## src/rtl/bibpm_pkg.sv

```systemverilog
`timescale 1ns / 1ps
// ----------------------------------------------------------------------------
// Heart-rate averaging package
// Shared constants and the sequencer state type for the beat interval block.
// ----------------------------------------------------------------------------
package bibpm_pkg;

    // Field widths of the item channels.
    localparam int TIME_W = 32;
    localparam int INST_W = 16;
    localparam int AVG_W  = 8;

    // Beats per minute from a millisecond interval: 60000 / interval.
    localparam int BPM_NUMERATOR = 60000;
    localparam int AVG_MAX       = 255;

    // Default number of beats in the averaging window.
    localparam int DEFAULT_WINDOW = 500;

    // Sequencer states of the top level.
    typedef enum logic [2:0] {
        ST_IDLE,
        ST_INST,
        ST_SUM,
        ST_AVG,
        ST_EMIT
    } t_state;

endpackage

```

## src/rtl/bibpm_div.sv

```systemverilog
`timescale 1ns / 1ps
// ----------------------------------------------------------------------------
// Iterative unsigned divider
// Restoring division, one quotient bit per cycle, 32-bit divisor.
// ----------------------------------------------------------------------------
module bibpm_div
    import bibpm_pkg::*;
#(
    parameter int DIVIDEND_W = INST_W
) (
    input  logic                  i_clk,
    input  logic                  i_rst_n,
    input  logic                  i_start,
    input  logic [DIVIDEND_W-1:0] i_dividend,
    input  logic [TIME_W-1:0]     i_divisor,
    output logic                  o_done,
    output logic [DIVIDEND_W-1:0] o_quotient
);

    localparam int CNT_W = $clog2(DIVIDEND_W + 1);

    logic [CNT_W-1:0]      r_cnt, n_cnt;
    logic                  r_done, n_done;
    logic [TIME_W-1:0]     r_rem, n_rem;
    logic [TIME_W-1:0]     r_dvs, n_dvs;
    logic [DIVIDEND_W-1:0] r_quo, n_quo;
    logic [TIME_W:0]       w_shift;
    logic                  w_fit;

    // One restoring step: shift in the next dividend bit, subtract if it fits.
    always_comb begin
        w_shift = {r_rem, r_quo[DIVIDEND_W-1]};
        w_fit   = (w_shift >= {1'b0, r_dvs});
        n_cnt   = r_cnt;
        n_done  = 1'b0;
        n_rem   = r_rem;
        n_dvs   = r_dvs;
        n_quo   = r_quo;
        if (i_start) begin
            n_cnt = CNT_W'(DIVIDEND_W);
            n_rem = '0;
            n_dvs = i_divisor;
            n_quo = i_dividend;
        end else if (r_cnt != '0) begin
            n_cnt  = r_cnt - 1'b1;
            n_done = (r_cnt == CNT_W'(1));
            n_rem  = w_fit ? TIME_W'(w_shift - {1'b0, r_dvs}) : w_shift[TIME_W-1:0];
            n_quo  = {r_quo[DIVIDEND_W-2:0], w_fit};
        end
    end

    // Step counter and done flag are reset; the datapath is not.
    always_ff @(posedge i_clk) begin
        if (!i_rst_n) begin
            r_cnt  <= '0;
            r_done <= 1'b0;
        end else begin
            r_cnt  <= n_cnt;
            r_done <= n_done;
        end
        r_rem <= n_rem;
        r_dvs <= n_dvs;
        r_quo <= n_quo;
    end

    assign o_done     = r_done;
    assign o_quotient = r_quo;

endmodule

```

## config.mk

```make
export PLATFORM = sky130hd
export DESIGN_NAME = bibpm_div
export DESIGN_NICKNAME = d
export VERILOG_FILES = /design/src/rtl/bibpm_pkg.sv /design/src/rtl/bibpm_div.sv
export SDC_FILE = /design/constraint.sdc
export NUM_CORES = 1
export LEC_CHECK = 0
export BUFFER_PORTS_ARGS = -buffer_cell sky130_fd_sc_hd__clkbuf_2
export CORE_MARGIN = 2
export CORE_UTILIZATION = 50
export CTS_BUF_LIST = sky130_fd_sc_hd__clkbuf_4
export CTS_CLUSTER_SIZE = 16
export DETAILED_ROUTE_END_ITERATION = 7
export PLACE_DENSITY = 0.72
export SLEW_MARGIN = 20
export SYNTH_ARGS = -nofsm -noshare
export SYNTH_HDL_FRONTEND = slang
export SYNTH_SLANG_ARGS = --single-unit
```

## constraint.sdc

```tcl
create_clock -name i_clk -period 7.9 [get_ports i_clk]
set_clock_uncertainty 0.2 [all_clocks]
set_input_delay 1.58 -clock i_clk [delete_from_list [all_inputs] [get_ports i_clk]]
set_output_delay 1.58 -clock i_clk [all_outputs]
set_load 0.05 [all_outputs]
```

==> flow_summary.ini, run 1 <==
[floorplanning]
die_w_um = 108
io_pins = 68
die_area_sq_mm = 0.0116
num_rows = 37
die_h_um = 108
start_util_pct = 51.8
core_sq_mm = 0.0104

[synth]
synth_seq_cells = 86
synth.area.top_cells = edfxtp_1 (27%), dfxtp_1 (14%), ha_1 (8.1%), nand2_1 (3.8%), mux2_2 (3.3%)
synth_cells = 566
synth.avg_cell_area_sq_um = 9.53
yosys_most_used_dff = edfxtp_1
synth_edf_count = 48
ys_types = 63
synth_nets = 653
yosysWarnings = 0
syn_area_sq_mm = 0.00540
seq_area_frac_synth_pct = 40.8
async_flop_share_pct = 0
yosysTopAreaCell = edfxtp_1
yosysTopAreaCellShare_pct = 26.7

[global_routing]
grt_use_total_pct = 19.7
grt_max_degree = 80
grt_pass1_wl_um = 18300
antenna_found_initial = 0
grt_overflow_total = 0
grt_pass1_vias = 4000

[timing]
drv_slew = 0
min_period_over_period_pct = 43.7
clock.fmax_mhz = 290
setup_violations = 0
slew_headroom_pct = 34.9
rsz0062_at_grt = false
worstMarginPinSlew_ps = 976
fin_crit_ps = 3450
hold_violations = 0
setup_tns_ps = 0
hold_slack_ps = 284

[power]
switching_share_pct = 45.0
seqPwrFrac_pct = 33.8
p_int_mw = 1.06
clockPowerShare_pct = 12.0
p_switching_uw = 862
leakage_nw = 2.53
peakVddDrop_mv = 0.162
combPwrFrac_pct = 54.1
power.density_mw_per_mm2 = 325

[route]
vias = 4228
firstDrtPassIters = 4
first_iter_violations = 170
via_per_inst = 5.57
post-route-drc-count = 0
wl_per_cell_um = 14.4
drtAntennaViolNets = 0
wl_um = 10900

[clock_network]
hold_buffers = 0
clkSinkCount = 86
clockBufferDepth = 2
path_clk_slew_ps = 150
cts_resized = 0
cts-root-buf = clkbuf_4
cts_tree = yes
numCtsBuffers = 9
clk_latency_ps = 460
htreeDepth = 3
postCtsSetupBuffers = 0

[worst_setup_path]
cp_max_fo = 4
crit_required_ps = 8070
critPathLaunchType = register
crit_arrival_ps = 3620
path_class = reg -> reg
endpoint_kind = register

[finish]
antenna_cells = 0
fill_cells = 921
drive_above_1_share_pct = 19.6
nets = 705
area_growth_pct = 9.27
multiInputGateArea_sq_mm = 0.00288
instances_no_fill = 759
final_area_sq_mm = 0.00590
regArea_sq_mm = 0.00220

[place]
finalWeightedCongestion = 0.910
place_inst = 743
place_area_sq_mm = 0.00578
dp_hpwl_um = 7830
port_buffers = 67

[status]
status = finished clean

[min_path]
hold_path_class = reg -> reg

[run]
maxCapViolCount = 0
cell families (layout without fill, tap and decap cells):
kind of cell	count (synthesis)	in the layout	synth area share (%)
compound gates	165	165	21.6
xor+xnor	26	26	4.22
fa+ha+maj	36	36	8.49
buf+inv	73	130	5.91
flops	86	86	40.8
mux	25	25	5.10
simple gates	155	155	13.9
critical path, cell delays in order (launching register included):
cell       delay (ps)
edfxtp_1          400
inv_1              60
ha_1              230
fa_1              370
and2b_1           250
o31ai_2           120
a2111oi_4         420
o2111ai_1         260
a2111oi_2         470
o21a_1            230
a31oi_1           110
a32o_1            240
registers in the layout, indices dropped and copies added (netlist names):
name	cells
o_quotient	16
r_dvs	32
o_done	1
r_cnt	5
r_rem	32
area by class of cell:
class,count,area share (%)
Clock buffer,10,1.27
Clock inverter,6,0.785
Inverter,45,2.86
Multi-Input combinational cell,407,48.9
Sequential cell,86,37.3
Tap cell,136,2.89
Timing Repair Buffer,69,5.98
synth_stat cells (7+ instances only):
library cell	number
xor2_1	8
o21ai_0	16
mux2i_1	8
edfxtp_1	48
nor3_1	9
o21ai_1	23
nand2_1	54
ha_1	35
mux2_2	16
xnor2_1	18
inv_1	45
clkbuf_1	15
a211oi_1	22
dfxtp_1	38
a21oi_1	31
nor2_1	48
a31oi_1	7
a21o_1	22
per-stage QoR:
step	worst slack, ps	power [mW]	util [%]
6_report	4450	1.92	56.6
5_1_grt	4170	2.07	56.6
4_1_cts	4470	1.92	56.6
3_5_place_dp	4110	1.69	55.4
3_3_place_gp	4240	1.67	55.4
2_1_floorplan	4530	1.51	-
placed cells by master (no fill, tap or decap), types with 9 or more instances in the layout:
cell / synthesis / layout
a211oi_1: 22 / 22
a21o_1: 22 / 22
a21oi_1: 31 / 31
clkbuf_2: 0 / 66
clkbuf_4: 0 / 10
dfxtp_1: 38 / 38
edfxtp_1: 48 / 48
ha_1: 35 / 35
inv_1: 45 / 45
mux2_2: 16 / 16
nand2_1: 54 / 54
nor2_1: 48 / 48
nor3_1: 9 / 9
o21ai_0: 16 / 16
o21ai_1: 23 / 23
xnor2_1: 18 / 18
power by group through the flow:
stage | Sequential [mW] | Clock (mW) | Combinational, mW
finish | 0.649 | 0.231 | 1.04
global route | 0.662 | 0.254 | 1.15
CTS | 0.648 | 0.239 | 1.03
detailed placement | 0.658 | 0 | 1.03
global placement | 0.653 | 0 | 1.01
floorplan | 0.715 | 0 | 0.792
worst paths after layout:
check | cells past startpoint | slack (ps) | from | endpoint
setup / recovery | 11 | 4450 | o_quotient[15] | r_rem[26]
hold / removal | 2 | 280 | r_rem[15] | r_rem[15]
setup reg to reg | 11 | 4450 | o_quotient[15] | r_rem[26]
hold reg to reg | 2 | 280 | r_rem[15] | r_rem[15]
per-layer routing:
metal	wire [um]	global-route usage [%]
met1	5080	26.1
met2	5150	31.7
met3	492	3.51
met4	195	8.33
met5	0	0
Power figures use the tool's default switching activity.
==> inputs of run 2 (changes only) <==
--- a/config.mk
+++ b/config.mk
@@ -5,13 +5,14 @@
 export SDC_FILE = /design/constraint.sdc
 export NUM_CORES = 1
 export LEC_CHECK = 0
+export ABC_AREA = 1
 export BUFFER_PORTS_ARGS = -buffer_cell sky130_fd_sc_hd__clkbuf_2
 export CORE_MARGIN = 2
 export CORE_UTILIZATION = 50
 export CTS_BUF_LIST = sky130_fd_sc_hd__clkbuf_4
 export CTS_CLUSTER_SIZE = 16
 export DETAILED_ROUTE_END_ITERATION = 7
-export PLACE_DENSITY = 0.72
+export PLACE_DENSITY = 0.75
 export SLEW_MARGIN = 20
 export SYNTH_ARGS = -nofsm -noshare
 export SYNTH_HDL_FRONTEND = slang
==> constraint.sdc (replaced) <==
create_clock -name i_clk -period 2.99 [get_ports i_clk]
set_clock_uncertainty 0.2 [all_clocks]
set_input_delay 0.598 -clock i_clk [delete_from_list [all_inputs] [get_ports i_clk]]
set_output_delay 0.598 -clock i_clk [all_outputs]
set_load 0.05 [all_outputs]
==> flow_summary.ini, run 2 <==
[place]
finalWeightedCongestion = 1.04
port_buffers = 67
pre_cts_ws_ps = 458
dp_hpwl_um = 10900

[power]
p_int_mw = 2.56
seqPwrFrac_pct = 33.5
total_power_mw = 4.90
leakage_nw = 3.67
clockPowerShare_pct = 13.0
power.density_mw_per_mm2 = 743
switching_share_pct = 47.7
combPwrFrac_pct = 53.6
peakVddDrop_mv = 0.491
p_switching_mw = 2.33

[finish]
area_growth_pct = 10.0
layout_common_cells = nand2_1 (340), inv_1 (166), nand3_1 (79)
nets = 1045
layout_commonest_cell = nand2_1
drive_above_1_share_pct = 11.4

[synth]
synthSimpleGateAreaFrac_pct = 35.9
ys_types = 31
yosysWarnings = 0
yosys-top-cells-count = nand2_1 (340), inv_1 (166), nand3_1 (79), edfxtp_1 (48), nor2_1 (44)
synth_compound_area_share_pct = 5.01
synth-xor-area-share_pct = 2.34
synth_nets = 976
yosys_most_used_dff = edfxtp_1
synth_edf_count = 48
yosysTopAreaCellShare_pct = 24.1
synth_cells = 889
seq_area_frac_synth_pct = 36.7
yosysMostFrequentCell = nand2_1
yosysTopAreaCell = edfxtp_1
synth_mux_area_share_pct = 0
synth.area.top_cells = edfxtp_1 (24%), nand2_1 (21%), dfxtp_1 (13%), inv_1 (10%), ha_1 (7.3%)
synth_top_family_by_area = simple AND/OR/NAND/NOR gates
synth_seq_cells = 86
synth.avg_cell_area_sq_um = 6.74
syn_area_sq_mm = 0.00599
async_flop_share_pct = 0
synthAdderAreaFrac_pct = 7.64

[timing]
fin_crit_ps = 2580
drv_slew = 0
slew_headroom_pct = 67.1
setup_ws_ps = 412
rsz0062_at_grt = false
hold_violations = 0
setup_tns_ps = 0
min_period_over_period_pct = 86.2
setup_violations = 0
clock.fmax_mhz = 388
worstMarginPinSlew_ps = 494

[worst_setup_path]
cp_max_fo = 33
critPathBufInv = 5
worstPathCellList = inv_1, ha_1, nand2_1, inv_1, nand2_1, nand2_1, inv_2, nand3_2, nand2_2, nand2_2, nand2_4, buf_4, nand3_1, nand2_1, inv_1, nand2_1, nand2_1
crit_required_ps = 3190
endpoint_kind = register
slowest_stage = edfxtp_1
critPathLaunchType = register
crit_top_cell = nand2_1
path_class = reg -> reg
cpLargestDelayFamily = simple AND/OR/NAND/NOR gates
crit_arrival_ps = 2780
critPathMaxStageDelay_ps = 390

[status]
status = finished clean

[global_routing]
grt_pass1_wl_um = 24400
grt_max_degree = 37
grt_pass1_vias = 5194
grt_overflow_total = 0
grt_use_total_pct = 24.2
antenna_found_initial = 1

[clock_network]
postCtsSetupBuffers = 0
hold_buffers = 0
cts-root-buf = clkbuf_4
path_clk_slew_ps = 150
htreeDepth = 3
cts_resized = 0
clk_latency_ps = 490
clkSinkCount = 86
cts_tree = yes
numCtsBuffers = 9
clockBufferDepth = 2

[floorplanning]
num_rows = 39
io_pins = 68
die_h_um = 113
start_util_pct = 51.8
die_w_um = 113
die_area_sq_mm = 0.0129
core_sq_mm = 0.0116

[route]
vias = 5460
post-route-drc-count = 0
wl_um = 14500
via_per_inst = 4.93
first_iter_violations = 324
firstDrtPassIters = 5
wl_per_cell_um = 13.1
drtAntennaViolNets = 0

[min_path]
hold_path_class = in -> reg

[run]
maxCapViolCount = 0
-- run 2: worst register-to-register path, stage by stage (launching register included) --
cell and delay (ps):
edfxtp_1 390, inv_1 70, ha_1 280, nand2_1 140, inv_1 50, nand2_1 60
nand2_1 100, inv_2 70, nand3_2 130, nand2_2 120, nand2_2 80, nand2_4 70
buf_4 390, nand3_1 130, nand2_1 70, inv_1 40, nand2_1 50, nand2_1 50
-- run 2: logic make-up after synthesis --
| family | count (synthesis) |
|---|---|
| adder cells (fa/ha/maj) | 36 |
| AO/OA/AOI/OAI | 55 |
| AND/OR/NAND/NOR | 507 |
| flip-flops | 86 |
| buffers and inverters | 189 |
| XOR/XNOR | 16 |
-- run 2: layer usage --
layer	share of wire, %	vias to the layer above	global-route usage (%)
li1	-	2890	-
met2	44	189	38.3
met1	47	2357	32.6
met3	6.9	24	5.74
met4	2.1	0	8.62
met5	0	-	0
-- run 2: layout make-up --
cell class	instances	area (sq um)
antenna	1	2.50
clock buffer	9	67.6
clock inverter	7	53.8
fill	1118	4970
inverter	172	646
multi-input combinational	614	3050
sequential	86	2200
tap	143	179
timing repair buffer	75	395
-- run 2: through the flow --
step | instance area [sq um] | hold slack (ps) | utilization, % | instances
4_1_cts | 6590 | 30.7 | 57.0 | 1106
3_3_place_gp | 6470 | 259 | 55.9 | 1090
5_1_grt | 6590 | 16.2 | 57.0 | 1107
2_1_floorplan | 5990 | 242 | - | 889
6_report | 6590 | 63.8 | 57.0 | 1107
3_5_place_dp | 6470 | 261 | 55.9 | 1090
-- run 2: worst paths after layout --
path | from | end | slack (ps) | cells after the start
min | i_divisor[4] | r_dvs[4] | 60 | 1
min reg2reg | r_rem[15] | r_rem[15] | 280 | 2
max | r_dvs[8] | r_rem[31] | 410 | 17
max reg2reg | r_dvs[8] | r_rem[31] | 410 | 17
-- run 2: power groups by stage --
stage	Sequential (mW)	Clock [mW]	Combinational (mW)
after detailed placement	1.66	0	2.61
after CTS	1.64	0.661	2.61
final	1.64	0.634	2.62
after global placement	1.66	0	2.58
after global routing	1.67	0.710	2.98
after floorplan	1.81	0	1.88
